## src/rtl/assert_macros.svh

```systemverilog
// Assertion macros for the RTL of the sphere vertex generator.
// Each macro samples on i_clk and stays quiet while i_rst_n is low.
`ifndef ASSERT_MACROS_SVH
`define ASSERT_MACROS_SVH

// Check a property on every clock edge out of reset.
`define UVS_CHECK(lbl, prop, msg) \
    lbl: assert property (@(posedge i_clk) disable iff (!i_rst_n) (prop)) \
        else $error(msg);

// Check that a condition in the next cycle follows from a condition now.
`define UVS_CHECK_NEXT(lbl, ante, cons, msg) \
    lbl: assert property (@(posedge i_clk) disable iff (!i_rst_n) (ante) |=> (cons)) \
        else $error(msg);

`endif

```

## src/rtl/uvs_pkg.sv

```systemverilog
// Package of the UV-sphere vertex generator: item types, fixed-point constants
// and small helper functions. No dependencies.
`timescale 1ns / 1ps

package uvs_pkg;

    // Field and register widths
    localparam int STEP_W          = 11;
    localparam int SEG_REG_W       = 11;
    localparam int IDX_W           = 21;
    localparam int TEX_W           = 17;
    localparam int POS_W           = 16;
    localparam int CFG_IDX_W       = 2;

    localparam int MAX_SEGMENTS_DEF = 1024;
    localparam int SEG_W_DEF        = $clog2(MAX_SEGMENTS_DEF + 1);

    // Register reset values and indexes
    localparam logic [SEG_REG_W-1:0] LON_RESET = 11'd64;
    localparam logic [SEG_REG_W-1:0] LAT_RESET = 11'd32;
    localparam logic [CFG_IDX_W-1:0] CFG_LON   = 2'd0;
    localparam logic [CFG_IDX_W-1:0] CFG_LAT   = 2'd1;

    // Angle divider: fraction bits of the quarter-turn counts
    localparam int THETA_FRAC = 31;
    localparam int PHI_FRAC   = 32;
    localparam int TEX_FRAC   = 16;
    localparam int DIV_STEPS  = 4;
    localparam int DIV_STAGES = (PHI_FRAC + DIV_STEPS - 1) / DIV_STEPS;

    // Quarter-wave sine pipeline
    localparam int HORNER_N = 4;
    localparam int SIN_LAT  = 3 + 3 * HORNER_N + 2;
    localparam logic [30:0] ONE30   = 31'h4000_0000;
    localparam logic [30:0] PIH_Q30 = 31'd1686629713;
    localparam logic [63:0] RND30   = 64'h0000_0000_2000_0000;

    typedef enum logic [1:0] {
        QUAD_0,
        QUAD_1,
        QUAD_2,
        QUAD_3
    } t_quad;

    typedef struct packed {
        logic [STEP_W-1:0] lat_step;
        logic [STEP_W-1:0] lon_step;
    } t_in_item;

    typedef struct packed {
        logic signed [POS_W-1:0] pos_x;
        logic signed [POS_W-1:0] pos_y;
        logic signed [POS_W-1:0] pos_z;
        logic [TEX_W-1:0]        tex_u;
        logic [TEX_W-1:0]        tex_v;
        logic                    has_quad;
        logic [IDX_W-1:0]        tri0_a;
        logic [IDX_W-1:0]        tri0_b;
        logic [IDX_W-1:0]        tri0_c;
        logic [IDX_W-1:0]        tri1_a;
        logic [IDX_W-1:0]        tri1_b;
        logic [IDX_W-1:0]        tri1_c;
    } t_out_item;

    // Index data computed at the input
    typedef struct packed {
        logic             has_quad;
        logic [IDX_W-1:0] first;
    } t_idx;

    // Data riding alongside the sine pipeline
    typedef struct packed {
        t_quad            qt;
        t_quad            qp;
        logic [TEX_W-1:0] tex_u;
        logic [TEX_W-1:0] tex_v;
        t_idx             idx;
    } t_side;

    // Carried operands of the Horner steps
    typedef struct packed {
        logic [30:0] x;
        logic [31:0] x2;
    } t_sin_carry;

    // Sine and cosine as sign and magnitude
    typedef struct packed {
        logic        sn_neg;
        logic [30:0] sn_mag;
        logic        cs_neg;
        logic [30:0] cs_mag;
    } t_sc;

    // Product stage ahead of the output register
    typedef struct packed {
        logic [61:0] mx;
        logic        x_neg;
        logic [61:0] mz;
        logic        z_neg;
        logic [15:0] ymag;
        logic        y_neg;
        t_side       side;
    } t_c1;

    // Horner divisors, rounding offsets and floor(2^33 / divisor)
    function automatic logic [6:0] horner_k(input int h);
        case (h)
            0:       return 7'd72;
            1:       return 7'd42;
            2:       return 7'd20;
            default: return 7'd6;
        endcase
    endfunction

    function automatic logic [5:0] horner_c(input int h);
        case (h)
            0:       return 6'd36;
            1:       return 6'd21;
            2:       return 6'd10;
            default: return 6'd3;
        endcase
    endfunction

    function automatic logic [30:0] horner_m(input int h);
        case (h)
            0:       return 31'd119304647;
            1:       return 31'd204522252;
            2:       return 31'd429496729;
            default: return 31'd1431655765;
        endcase
    endfunction

    // Place the quarter-wave values by quadrant
    function automatic t_sc sc_fold(input t_quad q, input logic [30:0] sv,
                                    input logic [30:0] cv);
        t_sc r;
        case (q)
            QUAD_0: r = '{sn_neg: 1'b0, sn_mag: sv, cs_neg: 1'b0, cs_mag: cv};
            QUAD_1: r = '{sn_neg: 1'b0, sn_mag: cv, cs_neg: 1'b1, cs_mag: sv};
            QUAD_2: r = '{sn_neg: 1'b1, sn_mag: sv, cs_neg: 1'b1, cs_mag: cv};
            QUAD_3: r = '{sn_neg: 1'b1, sn_mag: cv, cs_neg: 1'b0, cs_mag: sv};
            default: r = '{sn_neg: 1'b0, sn_mag: sv, cs_neg: 1'b0, cs_mag: cv};
        endcase
        return r;
    endfunction

    // Sign-magnitude to Q1.15 with saturation at both ends
    function automatic logic [15:0] pack_q15(input logic neg, input logic [15:0] mag);
        logic [15:0] sat;
        sat = (mag > 16'd32768) ? 16'd32768 : mag;
        if (neg && mag != 16'd0) begin
            return 16'(17'h10000 - {1'b0, sat});
        end
        return (mag > 16'd32767) ? 16'd32767 : mag;
    endfunction

endpackage

```

## src/rtl/uvs_div.sv

```systemverilog
// Pipelined restoring divider for num/den with num <= den, giving one integer
// bit and FRAC_BITS fraction bits plus round-half-up flags. Depends on uvs_pkg.
`timescale 1ns / 1ps

module uvs_div
    import uvs_pkg::*;
#(
    parameter int SEG_W     = SEG_W_DEF,
    parameter int FRAC_BITS = PHI_FRAC
) (
    input  logic               i_clk,
    input  logic               i_en,
    input  logic [SEG_W-1:0]   i_num,
    input  logic [SEG_W-1:0]   i_den,
    output logic [FRAC_BITS:0] o_quo,
    output logic               o_rnd_tex,
    output logic               o_rnd_fin
);

    localparam int QW = FRAC_BITS + 1;

    logic [SEG_W-1:0] r_rem [DIV_STAGES];
    logic [QW-1:0]    r_quo [DIV_STAGES];
    logic             r_rt  [DIV_STAGES];

    logic [SEG_W-1:0] w_half;
    logic             w_ge;
    logic [SEG_W-1:0] w_rem0;

    // Rounding threshold ceil(den/2) and the integer bit
    assign w_half = SEG_W'(({1'b0, i_den} + 1'b1) >> 1);
    assign w_ge   = (i_num >= i_den);
    assign w_rem0 = w_ge ? (i_num - i_den) : i_num;

    for (genvar s = 0; s < DIV_STAGES; s++) begin : g_stage
        logic [SEG_W-1:0] w_rem_in;
        logic [QW-1:0]    w_quo_in;
        logic             w_rt_in;
        logic [SEG_W-1:0] n_rem;
        logic [QW-1:0]    n_quo;
        logic             n_rt;

        if (s == 0) begin : g_first
            assign w_rem_in = w_rem0;
            assign w_quo_in = QW'(w_ge);
            assign w_rt_in  = 1'b0;
        end else begin : g_next
            assign w_rem_in = r_rem[s-1];
            assign w_quo_in = r_quo[s-1];
            assign w_rt_in  = r_rt[s-1];
        end

        // Shift, compare and subtract for each quotient bit of this stage
        always_comb begin
            logic [SEG_W:0] v_rem2;
            v_rem2 = '0;
            n_rem  = w_rem_in;
            n_quo  = w_quo_in;
            n_rt   = w_rt_in;
            for (int b = 0; b < DIV_STEPS; b++) begin
                if (s * DIV_STEPS + b + 1 <= FRAC_BITS) begin
                    v_rem2 = {n_rem, 1'b0};
                    if (v_rem2 >= {1'b0, i_den}) begin
                        n_rem = SEG_W'(v_rem2 - {1'b0, i_den});
                        n_quo = {n_quo[QW-2:0], 1'b1};
                    end else begin
                        n_rem = v_rem2[SEG_W-1:0];
                        n_quo = {n_quo[QW-2:0], 1'b0};
                    end
                    if (s * DIV_STEPS + b + 1 == TEX_FRAC) begin
                        n_rt = (n_rem >= w_half);
                    end
                end
            end
        end

        always_ff @(posedge i_clk) begin
            if (i_en) begin
                r_rem[s] <= n_rem;
                r_quo[s] <= n_quo;
                r_rt[s]  <= n_rt;
            end
        end
    end

    assign o_quo     = r_quo[DIV_STAGES-1];
    assign o_rnd_tex = r_rt[DIV_STAGES-1];
    assign o_rnd_fin = (r_rem[DIV_STAGES-1] >= w_half);

endmodule

```

## config.mk

```make
export PLATFORM = sky130hd
export DESIGN_NAME = uvs_div
export DESIGN_NICKNAME = d
export VERILOG_FILES = /design/src/rtl/assert_macros.svh /design/src/rtl/uvs_pkg.sv /design/src/rtl/uvs_div.sv
export SDC_FILE = /design/constraint.sdc
export NUM_CORES = 1
export LEC_CHECK = 0
export BUFFER_PORTS_ARGS = -buffer_cell sky130_fd_sc_hd__buf_2
export CAP_MARGIN = 20
export CORE_ASPECT_RATIO = 0.7
export CORE_UTILIZATION = 50
export CTS_CLUSTER_SIZE = 30
export DETAILED_ROUTE_END_ITERATION = 7
export MAX_ROUTING_LAYER = met4
export PLACE_DENSITY = 0.67
export SLEW_MARGIN = 20
export SYNTH_ARGS = -nofsm -noshare
export SYNTH_HDL_FRONTEND = slang
export SYNTH_SLANG_ARGS = --single-unit
```

## constraint.sdc

```tcl
create_clock -name i_clk -period 23.6 [get_ports i_clk]
set_clock_uncertainty 0.05 [all_clocks]
set_input_delay 5.9 -clock i_clk [delete_from_list [all_inputs] [get_ports i_clk]]
set_output_delay 5.9 -clock i_clk [all_outputs]
set_load 0.005 [all_outputs]
```

==> results of run 1 <==
## synth_stat cells (all sizes together), types with 24 or more instances
master,count,area share (%)
mux2,165,6.9
nor2,255,3.6
o31ai,37,1.1
or2,45,1.0
o21a,78,2.2
clkbuf,34,0.47
and2,31,0.72
ha,363,17
nor3,90,1.7
inv,141,2.0
o21ai,185,3.4
and3,24,0.56
mux2i,25,0.93
buf,24,0.47
edfxtp,245,27
a21boi,34,0.95
nand2b,27,0.63
nor2b,46,1.1
a21o,86,2.4
nand3,66,1.2
xnor2,132,4.3
or3,24,0.56
a31oi,41,0.98
o211ai,34,0.95
xor2,60,2.0
nand2,211,2.9
a21oi,198,3.8
## critical path, delay by kind of cell
| family | cells | cell delay (ns) |
|---|---|---|
| AOI/OAI and AO/OA | 25 | 6.91 |
| buffers and inverters | 6 | 1.02 |
| and+or+nand+nor | 9 | 3.08 |
| adders and majority gates | 5 | 1.69 |
| muxes | 3 | 1.20 |
## final cells by class
type                       count  area, um2  area share, %
clock inverter                21        284          0.976
tap                          720        901           3.09
multi-input combinational   2526      18800           64.4
sequential                   245       7360           25.3
timing repair buffer          96        598           2.05
inverter                     142        533           1.83
clock buffer                  29        683           2.35
## metrics by stage
stage | utilization (%) | std cells | setup slack (ns) | instance area, um2 | hold slack [ns]
after floorplan | - | 2971 | 5.28 | 26900 | 0.350
after global routing | 55.3 | 3779 | 2.86 | 29100 | 0.362
after detailed placement | 53.5 | 3729 | 3.72 | 28100 | 0.355
after global placement | 53.5 | 3729 | 3.89 | 28100 | 0.351
final | 55.3 | 3779 | 4.03 | 29100 | 0.347
after CTS | 55.3 | 3779 | 4.26 | 29100 | 0.351
## worst max-delay path by stage
| stage | startpoint | to | slack [ns] | depth (start not counted) |
|---|---|---|---|---|
| floorplan | i_den[1] | r_rem[0][7]$_DFFE_PP_ | 5.28 | 52 |
| global placement | i_den[1] | r_rem[0][7]$_DFFE_PP_ | 3.89 | 48 |
| detailed placement | i_den[1] | r_rem[0][7]$_DFFE_PP_ | 3.72 | 48 |
| CTS | i_den[1] | r_rem[0][9]$_DFFE_PP_ | 4.26 | 48 |
| global route | i_den[1] | r_rem[0][9]$_DFFE_PP_ | 2.86 | 48 |
| finish | i_den[1] | r_rem[0][9]$_DFFE_PP_ | 4.03 | 48 |
## flip-flops by register name, summed over array words and instances, names as in the netlist
signal,count
r_rem,88
r_rt,5
r_quo,152
## per-layer routing
| metal | vias up | GRT usage [%] |
|---|---|---|
| met5 | - | - |
| met4 | 0 | 6.41 |
| met3 | 121 | 2.57 |
| met2 | 639 | 41.4 |
| met1 | 11000 | 36.6 |
| li1 | 11400 | - |
## kinds of logic (layout without fill, tap and decap cells)
family                     Yosys count  after routing  share of synthesized area, %
and+or+nand+nor                    901            901                          16.3
DFF                                245            245                          27.4
muxes                              190            190                          7.86
adders and majority gates          372            372                          17.6
AOI/OAI and AO/OA                  871            871                          21.7
buffers and inverters              200            288                          2.93
xor gates and xnor gates           192            192                          6.26
==> impl_metrics.env, run 1 <==
export IMPL_hold_buffers=0
export IMPL_vias=23200
export IMPL_regToRegSetupSlack_ns=11.68
export IMPL_die_h_um=196
export IMPL_clock_fmax_mhz=51.1
export IMPL_syn_num_nets=3367
export IMPL_synth_ff_type="edfxtp_1"
export IMPL_synth_cell_types=92
export IMPL_cp_end_kind="flip-flop"
export IMPL_numPortBuffers=58
export IMPL_overflow=0
export IMPL_routed_top_layer="met4"
export IMPL_reg2reg_to="r_rt[0][3]$_DFFE_PP_"
export IMPL_r2r_cells=47
export IMPL_wirelength_um=71000
export IMPL_min_period_over_period_pct=82.9
export IMPL_start_util_pct=51.1
export IMPL_wl_met1_um=34300
export IMPL_grt_total_usage_pct=26.4
export IMPL_die_width_um=279
export IMPL_cts_tree="built"
export IMPL_final_antenna_net_count=0
export IMPL_holdPathEnd="r_quo[1][118]$_DFFE_PP_"
export IMPL_dr_wl_met2_um=31400
export IMPL_setup_viol=0
export IMPL_post_drt_wl_per_cell_um=18.8
export IMPL_place_congestion=0.950
export IMPL_worstSetupStartpointType="primary input"
export IMPL_worst_path_max_fanout=22
export IMPL_dr_first_iter_drc_count=1748
export IMPL_period_needed_ns=19.57
export IMPL_rsz0062_at_grt="false"
export IMPL_cts_root_buf="clkbuf_16"
export IMPL_finalNetCount=3434
export IMPL_maxCapViolCount=0
export IMPL_worstMarginPinSlew_ns=0.883
export IMPL_grt_pass1_vias=22300
export IMPL_dr_pass1_iters=6
export IMPL_dpl_hpwl_um=52400
export IMPL_syn_avg_cell_area_um2=9.05
export IMPL_syn_inst=2971
export IMPL_drv_slew=0
export IMPL_pin_count=59
export IMPL_hp_class="flip-flop to flip-flop"
export IMPL_drcViolationCount=0
export IMPL_grt_max_degree=144
export IMPL_die_area_um2=54700
export IMPL_async_reset_ff_share_pct=0
export IMPL_seq_area_frac_synth_pct=27.4
export IMPL_cp_data_arrival_time_ns=19.82
export IMPL_clkSinkCount=245
export IMPL_holdPathStages=0
export IMPL_clockBufferDepth=3
export IMPL_num_antenna_cells=0
export IMPL_post_cts_buffers=0
export IMPL_hp_start="r_quo[1][81]$_DFFE_PP_"
export IMPL_wl_met3_um=3690
export IMPL_crit_type="primary input to flip-flop"
export IMPL_core_area_um2=52600
export IMPL_synth_edf_count=245
export IMPL_maxSlewHeadroom_pct=41.1
export IMPL_numCtsBuffers=27
export IMPL_clk_insertion_delay_late_ns=0.58
export IMPL_clkTransAtPathRegs_ns=0.06
export IMPL_antenna_found_initial=0
export IMPL_slowest_delay_ns=0.71
export IMPL_yosysWarnings=0
export IMPL_hold_viol=0
export IMPL_drive_gt1_share_pct=12.9
export IMPL_viasPerCell=6.13
export IMPL_ctsResizeCount=0
export IMPL_mostFrequentLayoutCell="ha_1"
export IMPL_r2r_start="r_rem[0][22]$_SDFFCE_PP0P_"
export IMPL_slowest_stage="o41ai_1"
export IMPL_setup_tns_ns=0
export IMPL_cts_htree_levels=1
export IMPL_grt_pass1_wl_um=115000
export IMPL_rows=70
export IMPL_synth_seq_cells=245
export IMPL_status="finished, final reports clean"
export IMPL_syn_cell_area_um2=26900
export IMPL_fillCellCount=4668
export IMPL_required_ns=23.86
export IMPL_critPathMostFrequentCell="ha_1"
export IMPL_layout_common_cells="ha_1 (362), nor2_1 (252), edfxtp_1 (245)"
export IMPL_area_growth_pct=8.31
Power of run 1 is not shown: default switching activity piles up to over one toggle a cycle in this logic, so the estimate is an artifact.
==> run 2: changes to the inputs <==
==> constraint.sdc (replaced) <==
create_clock -name i_clk -period 18.86 [get_ports i_clk]
set_clock_uncertainty 0.05 [all_clocks]
set_input_delay 4.715 -clock i_clk [delete_from_list [all_inputs] [get_ports i_clk]]
set_output_delay 4.715 -clock i_clk [all_outputs]
set_load 0.005 [all_outputs]
==> impl_metrics.env, run 2 (same netlist as run 1, synthesis figures left out) <==
export IMPL_status="finished, final reports clean"
export IMPL_grt_max_degree=95
export IMPL_setup_viol=0
export IMPL_instances_no_fill=3789
export IMPL_cts_root_buf="clkbuf_16"
export IMPL_min_period_over_period_pct=90.3
export IMPL_setup_tns_ns=0
export IMPL_die_h_um=196
export IMPL_final_antenna_net_count=0
export IMPL_clockBufferDepth=3
export IMPL_regMostFlops="r_quo"
export IMPL_grt_pass1_vias=22100
export IMPL_post_drt_wl_per_cell_um=19.3
export IMPL_required_ns=19.12
export IMPL_slowest_delay_ns=0.55
export IMPL_hp_class="flip-flop to flip-flop"
export IMPL_dr_pass1_iters=5
export IMPL_start_util_pct=51.1
export IMPL_antenna_found_initial=3
export IMPL_fin_area_um2=29100
export IMPL_grt_total_usage_pct=27.3
export IMPL_r2r_cells=46
export IMPL_worst_path_max_fanout=12
export IMPL_area_growth_pct=8.35
export IMPL_regToRegSetupSlack_ns=6.96
export IMPL_rsz0062_at_grt="false"
export IMPL_die_area_um2=54700
export IMPL_grt_use_met1_pct=37.6
export IMPL_cp_end_kind="flip-flop"
export IMPL_crit_type="primary input to flip-flop"
export IMPL_drive_gt1_share_pct=13.1
export IMPL_grtUsageMet2_pct=43.0
export IMPL_drcViolationCount=0
export IMPL_place_congestion=0.904
export IMPL_cts_tree="built"
export IMPL_pin_count=59
export IMPL_cp_data_arrival_time_ns=17.29
export IMPL_hold_viol=0
export IMPL_clock_fmax_mhz=58.7
export IMPL_reg2reg_to="r_rt[0][3]$_DFFE_PP_"
export IMPL_worstSetupStartpointType="primary input"
export IMPL_clkTransAtPathRegs_ns=0.06
export IMPL_grt_busiest_layer="met2"
export IMPL_holdPathStages=0
export IMPL_reg_top3="r_quo x152, r_rem x88, r_rt x5"
export IMPL_slowest_stage="nor3b_1"
export IMPL_viasPerCell=6.11
export IMPL_numPortBuffers=58
export IMPL_layout_common_cells="ha_1 (362), nor2_1 (252), edfxtp_1 (245)"
export IMPL_die_width_um=279
export IMPL_hp_start="r_quo[0][4]$_DFFE_PP_"
export IMPL_mostFrequentLayoutCell="ha_1"
export IMPL_cts_htree_levels=1
export IMPL_largest_reg_flops=152
export IMPL_post_cts_buffers=0
export IMPL_clkSinkCount=245
export IMPL_dpl_hpwl_um=54000
export IMPL_dpl_cell_area_um2=28200
export IMPL_period_needed_ns=17.04
export IMPL_dr_first_iter_drc_count=1694
export IMPL_met3_usage_pct=3.58
export IMPL_hold_buffers=0
export IMPL_worst_hold_slack_ns=0.352
export IMPL_rows=70
export IMPL_numCtsBuffers=27
export IMPL_maxSlewHeadroom_pct=33.4
export IMPL_core_area_um2=52600
export IMPL_overflow=0
export IMPL_ctsResizeCount=0
export IMPL_vias=23200
export IMPL_place_inst=3738
export IMPL_drv_slew=0
export IMPL_grt_pass1_wl_um=118000
export IMPL_maxCapViolCount=0
export IMPL_holdPathEnd="r_quo[0][41]$_DFFE_PP_"
export IMPL_critPathMostFrequentCell="ha_1"
export IMPL_fillCellCount=4734
export IMPL_wirelength_um=73000
export IMPL_r2r_start="r_rem[0][22]$_SDFFCE_PP0P_"
export IMPL_clk_insertion_delay_late_ns=0.58
export IMPL_worstMarginPinSlew_ns=1.00
export IMPL_finalNetCount=3443
==> run 2: area by class of cell <==
cell class                 instances  area [um2]  share of cell area (%)
multi-input combinational       2526       18800                    64.4
sequential                       245        7360                    25.3
inverter                         142         533                    1.83
timing repair buffer             105         653                    2.24
antenna                            2        5.00                  0.0172
clock buffer                      30         687                    2.36
clock inverter                    19         241                   0.829
tap                              720         901                    3.09
==> run 2: worst max path at each step <==
stage                                  endpoint  cells after the start  startpoint  slack [ns]
after global routing      r_rem[0][7]$_DFFE_PP_                     50    i_den[9]        0.86
final                     r_rem[0][7]$_DFFE_PP_                     49    i_den[9]        1.82
after global placement    r_rem[0][7]$_DFFE_PP_                     49    i_den[9]        1.48
after detailed placement  r_rem[0][7]$_DFFE_PP_                     49    i_den[9]        1.42
after floorplan           r_rem[0][9]$_DFFE_PP_                     52    i_den[1]        1.72
after CTS                 r_rem[0][7]$_DFFE_PP_                     49    i_den[9]        1.96
==> run 2: layer usage <==
layer | up-vias | part of all wire [%]
met4 | 0 | 2.1
met3 | 91 | 5.8
met2 | 606 | 44
li1 | 11400 | -
met5 | - | 0
met1 | 11100 | 48
==> run 2: stage by stage <==
stage	setup WS, ns	util (%)
after CTS	1.96	55.3
after detailed placement	1.42	53.6
after global placement	1.48	53.6
after global routing	0.861	55.3
after floorplan	1.72	-
final	1.82	55.3
==> run 2: worst max-delay path, delay by kind of cell <==
family / cells / cell delay [ns]
simple gates: 10 / 2.44
buf+inv: 7 / 1.23
mux: 3 / 1.11
fa+ha+maj: 5 / 1.95
compound gates: 24 / 5.80
Power of run 2 is left out for the same reason.
